--- config.mk ---
export PLATFORM = sky130hd
export DESIGN_NAME = vbc_front
export DESIGN_NICKNAME = d
export VERILOG_FILES = /design/src/rtl/vbc_pkg.sv /design/src/rtl/vbc_front.sv
export SDC_FILE = /design/constraint.sdc
export NUM_CORES = 1
export LEC_CHECK = 0
export BUFFER_PORTS_ARGS = -buffer_cell sky130_fd_sc_hd__buf_2
export CORE_MARGIN = 5
export CORE_UTILIZATION = 49
export DETAILED_ROUTE_END_ITERATION = 7
export GPL_ROUTABILITY_DRIVEN = 0
export PLACE_DENSITY = 0.8
export SETUP_SLACK_MARGIN = 0.1
export SYNTH_ARGS = -nofsm -noshare
export SYNTH_HDL_FRONTEND = slang
export SYNTH_SLANG_ARGS = --single-unit
--- constraint.sdc ---
create_clock -name clk -period 21 [get_ports clk]
set_input_delay 2.1 -clock clk [delete_from_list [all_inputs] [get_ports clk]]
set_output_delay 2.1 -clock clk [all_outputs]
set_load 0.01 [all_outputs]
--- src/rtl/vbc_pkg.sv ---
// ----------------------------------------------------------------------------
// vbc_pkg
// Shared types, register indexes and constants of the viewpoint box cull block.
// ----------------------------------------------------------------------------
package vbc_pkg;

	localparam int IDX_W = 16;
	localparam int CFG_IDX_W = 8;
	localparam int IN_DATA_W = 160;
	localparam int OUT_DATA_W = 152;

	localparam logic ACT_ANCHOR = 1'b0;
	localparam logic ACT_TEST = 1'b1;

	localparam logic [CFG_IDX_W-1:0] REG_STANDOFF = 8'd0;
	localparam logic [CFG_IDX_W-1:0] REG_EXT_X = 8'd1;
	localparam logic [CFG_IDX_W-1:0] REG_EXT_Y = 8'd2;
	localparam logic [CFG_IDX_W-1:0] REG_EXT_Z = 8'd3;

	localparam logic [20:0] STANDOFF_RST = 21'd65536;
	localparam logic [30:0] EXT_X_RST = 31'd131072;
	localparam logic [30:0] EXT_Y_RST = 31'd98304;
	localparam logic [30:0] EXT_Z_RST = 31'd98304;

	localparam logic signed [15:0] ONE_Q14 = 16'sd16384;
	localparam logic signed [23:0] HALF_PI_20 = 24'sd1647099;

	typedef struct packed {
		logic action;
		logic [IDX_W-1:0] idx;
		logic [31:0] px;
		logic [31:0] py;
		logic [31:0] pz;
		logic [15:0] nx;
		logic [15:0] ny;
		logic [15:0] nz;
	} item_t;

	typedef struct packed {
		logic kind;
		logic [IDX_W-1:0] idx;
		logic hit;
		logic [31:0] vx;
		logic [31:0] vy;
		logic [31:0] vz;
		logic [15:0] pitch;
		logic [15:0] yaw;
	} result_t;

	typedef struct packed {
		logic [20:0] standoff;
		logic [30:0] ext_x;
		logic [30:0] ext_y;
		logic [30:0] ext_z;
	} cfg_t;

	// arctangent of 2^-i in units of 2^-20 rad
	function automatic logic [19:0] atan_lut(input logic [4:0] i);
		logic [19:0] r;
		case (i)
			5'd0: r = 20'd823550;
			5'd1: r = 20'd486170;
			5'd2: r = 20'd256879;
			5'd3: r = 20'd130396;
			5'd4: r = 20'd65451;
			5'd5: r = 20'd32757;
			5'd6: r = 20'd16383;
			5'd7: r = 20'd8192;
			5'd8: r = 20'd4096;
			5'd9: r = 20'd2048;
			5'd10: r = 20'd1024;
			5'd11: r = 20'd512;
			5'd12: r = 20'd256;
			5'd13: r = 20'd128;
			5'd14: r = 20'd64;
			5'd15: r = 20'd32;
			5'd16: r = 20'd16;
			5'd17: r = 20'd8;
			5'd18: r = 20'd4;
			5'd19: r = 20'd2;
			default: r = 20'd0;
		endcase
		return r;
	endfunction

endpackage

--- src/rtl/vbc_front.sv ---
// ----------------------------------------------------------------------------
// vbc_front
// Input side: takes requests, splits them into item fields, queues two deep.
// ----------------------------------------------------------------------------
module vbc_front import vbc_pkg::*; (
	input  logic                  clk,
	input  logic                  arst_n,
	input  logic                  s_tvalid,
	output logic                  s_tready,
	input  logic [IN_DATA_W-1:0]  s_tdata,
	input  logic                  s_tuser,
	output logic                  head_valid,
	input  logic                  head_ready,
	output item_t                 head
);

	item_t slot_q [2];
	logic wr_ptr_q;
	logic rd_ptr_q;
	logic [1:0] cnt_q;
	logic push;
	logic pop;
	item_t in_item;

	always_comb begin
		in_item.action = s_tuser;
		in_item.idx = s_tdata[15:0];
		in_item.px = s_tdata[47:16];
		in_item.py = s_tdata[79:48];
		in_item.pz = s_tdata[111:80];
		in_item.nx = s_tdata[127:112];
		in_item.ny = s_tdata[143:128];
		in_item.nz = s_tdata[159:144];
	end

	assign s_tready = (cnt_q != 2'd2);
	assign head_valid = (cnt_q != 2'd0);
	assign head = slot_q[rd_ptr_q];
	assign push = s_tvalid && s_tready;
	assign pop = head_valid && head_ready;

	always_ff @(posedge clk) begin
		if (push) begin
			slot_q[wr_ptr_q] <= in_item;
		end
	end

	always_ff @(posedge clk or negedge arst_n) begin
		if (!arst_n) begin
			wr_ptr_q <= 1'b0;
			rd_ptr_q <= 1'b0;
			cnt_q <= 2'd0;
		end else begin
			if (push) wr_ptr_q <= ~wr_ptr_q;
			if (pop) rd_ptr_q <= ~rd_ptr_q;
			if (push && !pop) cnt_q <= cnt_q + 2'd1;
			else if (pop && !push) cnt_q <= cnt_q - 2'd1;
		end
	end

endmodule

* Yosys cells after proc, flatten, opt, wreduce, memory -nomap -nowiden *
Memories as Yosys holds them, arrays and structs flattened.
Index checks and enable logic that the tools add are counted.

storage, ports and cells
  flip-flop bits (word level) = 4
  memories kept = 1
  memory bits (writable) = 322
  output and inout port bits = 163
  input port bits = 165
  logic and storage cells = 21

memory list
  memory  depth  bits a word  read ports  clocked after Yosys merged registers in  write ports  line             RTL
  slot_q  2      161          1           0                                        1            vbc_front.sv:17  item_t slot_q [2];

cells by class
  reductions and logical operators = 8
  equality and inequality tests = 1
  add/sub/neg operators = 2
  bitwise gates (word level) = 2
  multiplexer cells = 4

operators by type and width
  kind                   count
  $logic_and A1 B1 Y1    4
  $mux W2                2
  $reduce_bool A2 Y1     2
  $add A2 B1 Y2 const B  1
  $logic_not A1 Y1       2
  $mux W1                2
  $ne A2 B2 Y1 const B   1
  $not A1 Y1             2
  $sub A2 B1 Y2 const B  1

* Logic depth before layout (Yosys ltp) *
  word-level depth = 6
  depth in mapped cells = 7
  depth with buffers taken out = 7

* Worst setup path after synthesis *
No wires, ideal clock.

  path kind = input to register
  start point = input port s_tvalid
  end point = memory slot_q[0][0] (netlist bit), enable pin
  slack = 11444 ps
  cell stages on the path = 2
  setup time = 684 ps
  data required time = 20316 ps
  path buffers = 0
  data arrival time = 8872 ps
  cells stage by stage = nand2_1 > nor2_1

between the ends
  cells in the longest elaborated chain, start to end = 3

RTL lines
  item                           line             RTL
  start, declared                vbc_front.sv:8   input logic s_tvalid,
  $logic_and A1 B1 Y1            vbc_front.sv:39  assign push = s_tvalid && s_tready;
  $mux W1                        vbc_front.sv:43  if (push) begin
  $mux W1 (not written as such)  vbc_front.sv:44  slot_q[wr_ptr_q] <= in_item;
  end, declared                  vbc_front.sv:17

No other way between the ends.

==> impl_results.md <==
* Most common cell after layout, fill and taps aside: buf_2
* WL per Instance at 19.2 microns
* GRT Overall Usage at 15.8%
* Setup violators final at 0
* Clock skew at 19.9 ps
* Vias at 6,052
* Cts repair resizes at 0
* Die ar. at 28,000 sq um
* # Post-CTS Setup Buffers at 0
* Seq cells post-synth at 326
* Fin crit share at 27.7%
* FP Rows at 57
* IO Pins at 328
* Wirelength, routed at 23,300 microns
* Logic pwr share at 29.5%
* P_int at 1.53 mW
* Drt first-iter violations at 326
* Yosys top cell area share at 79.7%
* Final hold vios at 0
* DP HPWL at 16,000 microns
* Worst Path Arrival at 3720 ps
* Die width at 167 microns
* Synth cell types at 15
* DIE HEIGHT at 167 microns
* Diodes inserted at 0
* Post-Synthesis Cells at 519
* Most used cell along the critical path: buf_4
* Root Driver: clkbuf_16
* Fin crit period at 5820 ps
* Top cells by area, synth: edfxtp_1 (80%), mux2_4 (9.9%), mux2_2 (7.5%), buf_6 (0.93%), dfrtp_1 (0.83%)
* Req. time, crit path at 18,900 ps
* Status: completed
* RSZ-0062 raised after global routing: no
* Max-slew violation count at 0
* Hold Crit Class: reg2reg
* Crit path capture type: output port
* Nets at 1,034
* Layout cell share with drive strength beyond 1 at 61.0%
* LEAKAGE at 5.89 nW
* Worst slew pin tran at 989 ps
* Initial antenna violation count at 4
* Total gr overflow at 0
* Vias in the first global route at 6,479
* CTS buffer count at 31
* Residual DRC at 0
* # hold bufs at CTS at 0
* Final ANT Viol Nets at 0
* Drt pass-1 iters at 4
* Most frequent cells in the layout: buf_2 (327), edfxtp_1 (322), mux2_2 (81), mux2_4 (80), clkbuf_16 (31)
* Syn Area/Cell at 23.4 sq um
* Worst-path cell with the longest stage delay: dfrtp_4
* CORE AREA at 24,300 sq um
* Critical Path Max Stage Delay at 980 ps
* Sink Count at 326
* Worst hold margin at 513 ps
* Synthesis Warnings at 0
* Kind of critical path: reg2out
* Switching Fraction at 28.2%
* Power per cell area at 141 nW/um^2
* CTS tree: built
* IO Port Bufs at 327
* Max IR drop VDD at 0.0000963 V
* # Max-Cap Violations at 0
* Worst setup SP type: flop
* Clk_lat worst skew at 550 ps
* Starting Density at 49.9%
* Critical-path cell list: buf_4 > buf_4 > mux2_2 > buf_2
* H-tree levels at 1
* Via/cell ratio at 4.97
* Total Power at 2.13 mW
* CTS Buffer Depth at 3
* Clock power frac at 26.1%
* F_max at 172 MHz
* Syn_nets at 685
* First-pass GRT wire length at 35,200 microns
* Largest area contributor in the netlist: edfxtp_1
* Setup TNS at 0 ps
* Mapped cell area at 12,100 sq um
* Area added between synthesis and finish at 24.7%
* Sequential area share after synthesis at 80.5%
* Largest net degree at the start of global routing at 62
* Seq pwr share at 44.5%
* Slew Limit Headroom at 34.0%
* Clock transition at path regs at 60 ps
* Switch Pwr at 603 uW
* Worst-path maximum fanout at 61
## through the flow
stage | std cells | setup slack [ps] | utilization [%] | area (sq um)
3_5_place_dp | 1159 | 15670 | 57.9 | 14100
5_1_grt | 1217 | 14970 | 62.2 | 15100
6_report | 1217 | 15180 | 62.2 | 15100
4_1_cts | 1217 | 15080 | 62.2 | 15100
2_1_floorplan | 519 | 11440 | - | 12100
3_3_place_gp | 1159 | 15660 | 57.9 | 14100
## final timing paths
check	start	end	slack, ps	cells after the start
hold / removal	cnt_q[1]	cnt_q[1]	510	1
setup / recovery	rd_ptr_q	head[154]	15180	4
min in group asynchronous	arst_n	cnt_q[0]	1350	1
max in group asynchronous	arst_n	rd_ptr_q	19510	1
setup reg to reg	cnt_q[0]	slot_q[0][129]	18480	5
hold reg to reg	cnt_q[1]	cnt_q[1]	510	1
## power groups by stage
| stage | registers [mW] | clock network, mW | logic, mW |
|---|---|---|---|
| 2_1_floorplan | 0.960 | 0 | 0.448 |
| 3_3_place_gp | 0.954 | 0 | 0.634 |
| 3_5_place_dp | 0.963 | 0 | 0.639 |
| 4_1_cts | 0.951 | 0.570 | 0.642 |
| 5_1_grt | 0.961 | 0.604 | 0.673 |
| 6_report | 0.949 | 0.556 | 0.629 |
## critical path, delay by kind of cell (launching register included)
family / cells / cell delay, ps
flip-flops: 1 / 980
multiplexers: 1 / 410
buffers and inverters: 3 / 1690
## per-layer routing
metal  share of wire [%]  wire length (microns)  global-route usage, %
met5                0.20                     46                      0
met4                 1.8                    412                   3.63
met3                 8.9                   2080                   4.97
met2                  51                  12000                   28.3
met1                  38                   8830                   18.9
## cells by family (layout without fill, tap and decap cells)
family	count (synthesis)	count (layout)	share of synthesized area, %
mux	161	161	17.4
simple gates	7	7	0.279
fa+ha+maj	1	1	0.103
xor+xnor	5	5	0.361
buf+inv	19	393	1.29
flops	326	326	80.5
## synthesized netlist by cell type
master and number:
buf_2 8, nor2_1 2, dfrtp_1 4, xnor2_1 3
buf_6 10, mux2_4 80, inv_1 1, mux2_2 81
or2_2 1, nand2b_1 1, nand2_1 2, and3_1 1
xor2_1 2, edfxtp_1 322, ha_1 1
## registers in the layout (all words and copies together) (netlist names)
signal / flops
slot_q: 322
cnt_q: 2
wr_ptr_q: 1
rd_ptr_q: 1
## final cells by class
type | count | area [sq um]
Sequential cell | 326 | 9770
Tap cell | 324 | 405
Multi-Input combinational cell | 174 | 2220
Timing Repair Buffer | 334 | 1690
Clock buffer | 36 | 795
Inverter | 1 | 3.75
Clock inverter | 22 | 248
Fill cell | 1715 | 9190
(Power assumes the default switching activity.)
